**src/hdl/cfct_pkg.sv**
```systemverilog
// ----------------------------------------------------------------------------
// cfct_pkg
// Shared types and constants for the client flow counter table.
// ----------------------------------------------------------------------------
package cfct_pkg;

    localparam int unsigned BUCKETS_DEF = 1024;
    localparam int unsigned WAYS_DEF    = 4;

    localparam int unsigned IP_W   = 32;
    localparam int unsigned PORT_W = 16;
    localparam int unsigned KEY_W  = IP_W + PORT_W;
    localparam int unsigned CNT_W  = 32;
    localparam int unsigned HASH_W = 32;

    localparam logic [HASH_W-1:0] MIX_C1 = 32'd2654435761;
    localparam logic [HASH_W-1:0] MIX_C2 = 32'd2246822519;
    localparam logic [HASH_W-1:0] MIX_C3 = 32'd3266489917;

    localparam logic CMD_COUNT  = 1'b0;
    localparam logic CMD_FORGET = 1'b1;

    typedef enum logic [1:0] {
        TS_CLEAR,
        TS_IDLE,
        TS_EVAL
    } t_tbl_state;

    typedef struct packed {
        logic [CNT_W-1:0] count;
        logic             present;
        logic             full;
    } t_result;

endpackage

```
**src/hdl/cfct_hash.sv**
```systemverilog
// ----------------------------------------------------------------------------
// cfct_hash
// Pipelined multiply-xorshift mix of the client key, reduced to a bucket.
// ----------------------------------------------------------------------------
module cfct_hash #(
    parameter int unsigned BUCKETS = cfct_pkg::BUCKETS_DEF,
    parameter int unsigned BW      = $clog2(BUCKETS)
) (
    input  logic                        i_clk,
    input  logic                        i_rst_n,
    input  logic                        i_start,
    input  logic [cfct_pkg::IP_W-1:0]   i_ip,
    input  logic [cfct_pkg::PORT_W-1:0] i_port,
    output logic                        o_done,
    output logic [BW-1:0]               o_bucket
);

    localparam bit IS_POW2 = ((BUCKETS & (BUCKETS - 1)) == 0);

    logic [cfct_pkg::HASH_W-1:0] r_x1;
    logic [cfct_pkg::HASH_W-1:0] r_x2;
    logic [cfct_pkg::HASH_W-1:0] r_x3;
    logic                        r_v1;
    logic                        r_v2;
    logic                        r_v3;
    logic [cfct_pkg::HASH_W-1:0] port_mul;
    logic [cfct_pkg::HASH_W-1:0] s1;
    logic [cfct_pkg::HASH_W-1:0] s2;
    logic [cfct_pkg::HASH_W-1:0] h;
    logic [BW-1:0]               r_rem;
    logic                        r_done;

    assign port_mul = cfct_pkg::HASH_W'(i_port) * cfct_pkg::MIX_C1;
    assign s1       = r_x1 ^ (r_x1 >> 16);
    assign s2       = r_x2 ^ (r_x2 >> 13);
    assign h        = r_x3 ^ (r_x3 >> 16);

    // one multiply per stage
    always_ff @(posedge i_clk) begin
        r_x1 <= i_ip ^ port_mul;
        r_x2 <= s1 * cfct_pkg::MIX_C2;
        r_x3 <= s2 * cfct_pkg::MIX_C3;
    end

    always_ff @(posedge i_clk) begin
        if (!i_rst_n) begin
            r_v1 <= 1'b0;
            r_v2 <= 1'b0;
            r_v3 <= 1'b0;
        end else begin
            r_v1 <= i_start;
            r_v2 <= r_v1;
            r_v3 <= r_v2;
        end
    end

    generate
        if (IS_POW2) begin : g_mask
            always_ff @(posedge i_clk) begin
                if (!i_rst_n) begin
                    r_done <= 1'b0;
                end else begin
                    r_done <= r_v3;
                end
            end

            always_ff @(posedge i_clk) begin
                if (r_v3) begin
                    r_rem <= h[BW-1:0];
                end
            end
        end else begin : g_recip
            // q = (h * M) >> (32 + BW) with M = ceil(2^(32+BW) / BUCKETS) is exact
            // for every 32-bit h; the remainder is h - q * BUCKETS
            localparam int unsigned PW = 2 * cfct_pkg::HASH_W + 1;
            localparam logic [63:0] MAGIC =
                ((64'd1 << (cfct_pkg::HASH_W + BW)) + 64'(BUCKETS) - 64'd1) / 64'(BUCKETS);
            localparam logic [cfct_pkg::HASH_W-1:0] M_LO = MAGIC[cfct_pkg::HASH_W-1:0];
            localparam logic                        M_HI = MAGIC[cfct_pkg::HASH_W];

            logic [PW-1:0]               prod;
            logic [PW-1:0]               r_prod;
            logic [cfct_pkg::HASH_W-1:0] r_q;
            logic [cfct_pkg::HASH_W-1:0] r_h4;
            logic [cfct_pkg::HASH_W-1:0] r_h5;
            logic [cfct_pkg::HASH_W-1:0] qb;
            logic [cfct_pkg::HASH_W-1:0] diff;
            logic                        r_v4;
            logic                        r_v5;

            assign prod = {1'b0, 64'(h) * 64'(M_LO)}
                        + (M_HI ? {1'b0, h, cfct_pkg::HASH_W'(0)} : PW'(0));
            assign qb   = r_q * cfct_pkg::HASH_W'(BUCKETS);
            assign diff = r_h5 - qb;

            always_ff @(posedge i_clk) begin
                if (!i_rst_n) begin
                    r_v4   <= 1'b0;
                    r_v5   <= 1'b0;
                    r_done <= 1'b0;
                end else begin
                    r_v4   <= r_v3;
                    r_v5   <= r_v4;
                    r_done <= r_v5;
                end
            end

            always_ff @(posedge i_clk) begin
                if (r_v3) begin
                    r_prod <= prod;
                    r_h4   <= h;
                end
                if (r_v4) begin
                    r_q  <= cfct_pkg::HASH_W'(r_prod >> (cfct_pkg::HASH_W + BW));
                    r_h5 <= r_h4;
                end
                if (r_v5) begin
                    r_rem <= diff[BW-1:0];
                end
            end
        end
    endgenerate

    assign o_done   = r_done;
    assign o_bucket = r_rem;

endmodule

```
**config.mk**
```make
export PLATFORM = sky130hd
export DESIGN_NAME = cfct_hash
export DESIGN_NICKNAME = d
export VERILOG_FILES = /design/src/hdl/cfct_pkg.sv /design/src/hdl/cfct_hash.sv
export SDC_FILE = /design/constraint.sdc
export NUM_CORES = 2
export LEC_CHECK = 0
export ABC_AREA = 1
export BUFFER_PORTS_ARGS = -buffer_cell sky130_fd_sc_hd__buf_4
export CAP_MARGIN = 0
export CORE_MARGIN = 2
export CORE_UTILIZATION = 45
export CTS_CLUSTER_SIZE = 8
export DETAILED_ROUTE_END_ITERATION = 10
export GPL_TIMING_DRIVEN = 0
export PLACE_DENSITY = 0.72
export SYNTH_ARGS = -nofsm -noshare
export SYNTH_HDL_FRONTEND = slang
export SYNTH_SLANG_ARGS = --single-unit
export TNS_END_PERCENT = 30
```
**constraint.sdc**
```tcl
create_clock -name i_clk -period 14.9 [get_ports i_clk]
set_input_delay 0.745 -clock i_clk [delete_from_list [all_inputs] [get_ports i_clk]]
set_output_delay 0.745 -clock i_clk [all_outputs]
set_load 0.01 [all_outputs]
```
==> run_results.csv <==
group,metric,value,unit
cts,cts_resized,0,
setup_path,arrival,8120,ps
place,port_buffers,61,
grt,grtUsageTotal,0.215,
route,viasPerCell,4.82,
cts,clk_latency,380,ps
floorplan,coreArea,57400,um^2
route,wl_per_cell,16.6,um
floorplan,die_area,59700,um^2
grt,use_met2,0.381,
run_status,outcome,"finished clean",
run,drv_cap,0,
synth,syn-num-nets,3853,
cts,cts-hold-fix-buffers,0,
floorplan,initial_core_util,0.453,
route,num_vias,17808,
synth,synth_ff_type,"dfxtp_1",
layout,antenna_cells,0,
floorplan,rows,88,
cts,cts_tree,"yes",
grt,grt_overflow,0,
synth,syn_inst,2850,
route,route.detailed.drc,0,
route,drtIter0Drc,783,
synth,ys_seq_area_frac,0.0793,
timing,relSlewSlack,0.0757,
synth,yosysMostFrequentCell,"inv_1",
min_path,hp-class,"register to register",
cts,cts-root-buf,"clkbuf_16",
grt,antenna_found_initial,0,
timing,setup_tns,0,ps
cts,cts.clk_slew.worst_paths,80,ps
timing,finalCriticalPeriod,7910,ps
place,place_hpwl,55500,um
route,drt_wl_total,61300,um
timing,max_clock_freq,0.126,GHz
layout,fin_nets,3928,
cts,clkSinkCount,98,
setup_path,path_buf_inv,2,
setup_path,crit_top_cell,"fa_1",
timing,final_hold_viol_count,0,
synth,netlist.area_leader.share,0.393,
setup_path,worstPathRequired,15110,ps
synth,netlist_top_cells_count,"927 x inv_1, 510 x fa_1, 442 x ha_1",
place,place.gp.congestion,0.915,
timing,post-route-period-util,0.531,
grt,grt.met1_usage,0.266,
grt,grt_pass1_vias,19384,
cts,clockBufferDepth,2,
synth,synthDistinctLibCells,43,
setup_path,slowest_stage,"xor2_1",
route,antenna_left,0,
setup_path,path_delay_family,"adder cells",
grt,grt_max_degree,21,
grt,grt_pass1_wl,99100,um
layout,area_growth_syn_to_layout,6.90,%
setup_path,cp_slowest_stage_delay,710,ps
setup_path,critical_path.max_fanout,8,
synth,yosys-top-cells-area,"fa_1 39%, ha_1 21%, inv_1 13%",
route,first_pass_iters,5,
timing,final_max_slew_viol_count,0,
floorplan,ios,62,
synth,async_reset_ff_frac,0,
timing,setup_viol,0,
timing,worstMarginPinSlew,1380,ps
setup_path,cp-start-kind,"register",
synth,yosys_register_bits,98,
floorplan,die_h,244,um
synth,yosys_warnings,0,
setup_path,critical_path_class,"register to register",
setup_path,crit_chain,"xor2_1, inv_1, nor2_1, nor2_1, ha_1, or2_2, fa_1, fa_1, fa_1, fa_1, fa_1, fa_1, fa_1, ha_1, a21oi_1, o21bai_1, a21oi_1, o21ai_0, nor2_1, inv_1, nand3_1, nand2_1",
grt,gr-usage-met3,0.0346,
cts,htreeDepth,3,
setup_path,end_kind,"register",
timing,rsz0062_at_grt,"false",
synth,synth_area_leader_cell,"fa_1",
grt,busiest_layer,"met2",
cts,cts_inserted_buffers,9,
floorplan,die_x,244,um
synth,avgSynthCellArea,9.12,um^2
cts,postCtsSetupRepairBufs,0,
timing,clock-skew-final,15.8,ps
synth,syn_area,26000,um^2
layout,drive_gt1_frac,0.0403,
synth,synth_edf_count,10,
==> per-stage QoR <==
stage / utilization / instance area, um^2 / hold slack, ps / instances / setup WS, ps
global placement: 0.478 / 27400 / 395 / 3676 / 7090
global route: 0.484 / 27800 / 442 / 3695 / 6690
floorplan: - / 26000 / 390 / 2850 / 8440
CTS: 0.484 / 27800 / 421 / 3695 / 7070
detailed placement: 0.479 / 27500 / 402 / 3679 / 7090
finish: 0.484 / 27800 / 418 / 3695 / 6990
==> registers in the layout, summed over array words and instances, names as in the netlist <==
register / flops
r_x1: 32
r_x2: 32
r_x3: 20
o_bucket: 10
o_done: 1
r_v1: 1
r_v2: 1
r_v3: 1
==> layout by cell type, fill, tap and decap left out, drive strengths merged, types with 2 or more instances in the layout <==
master / netlist / final
a211oi: 2 / 2
a21boi: 4 / 4
a21o: 15 / 15
a21oi: 81 / 81
a31oi: 4 / 4
buf: 0 / 64
clkbuf: 0 / 9
clkinv: 0 / 4
dfxtp: 88 / 88
edfxtp: 10 / 10
fa: 510 / 510
ha: 442 / 442
inv: 928 / 931
nand2: 358 / 358
nand3: 73 / 73
nand3b: 4 / 4
nand4: 18 / 18
nor2: 80 / 80
nor3: 4 / 4
nor3b: 2 / 2
nor4: 4 / 4
o211ai: 2 / 2
o21a: 3 / 3
o21ai: 33 / 33
o21bai: 6 / 6
o31ai: 3 / 3
or2: 7 / 7
xnor2: 60 / 60
xor2: 106 / 106
==> worst min-delay path, cell delays in order (launching register included) <==
cell and delay (ps):
dfxtp_1 300, nand2_1 50, inv_1 30
==> final timing paths <==
kind / from / slack, ps / endpoint / cells past startpoint
worst max-delay path: r_x1[20] / 6990 / r_x2[31] / 22
worst min register to register: r_v2 / 420 / r_v3 / 2
worst max register to register: r_x1[20] / 6990 / r_x2[31] / 22
worst min-delay path: r_v2 / 420 / r_v3 / 2
==> final cells by class <==
type | count | area, um^2
clock buffers | 9 | 225
multi-input cells | 1824 | 20500
repair buffers | 64 | 492
well taps | 765 | 957
inverters | 928 | 3480
flip-flops and latches | 98 | 2060
fillers | 5304 | 29600
clock inverters | 7 | 81.3
==> cell families (layout without fill, tap and decap cells) <==
| logic type | after synthesis | in the layout | share of synthesized area |
|---|---|---|---|
| compound gates | 155 | 155 | 0.0346 |
| xor+xnor | 166 | 166 | 0.0565 |
| buf+inv | 928 | 1008 | 0.134 |
| flops | 98 | 98 | 0.0793 |
| simple gates | 551 | 551 | 0.0898 |
| fa+ha+maj | 952 | 952 | 0.606 |
==> per-layer routing <==
metal  part of all wire  vias up
met3              0.051       96
li1                   -     8565
met1               0.42     8710
met4              0.035        0
met2               0.50      437
met5                  0        -
Power is left out: the tool's default activity adds up to more than one toggle a clock period on the data nets, which glitch-free logic cannot reach.
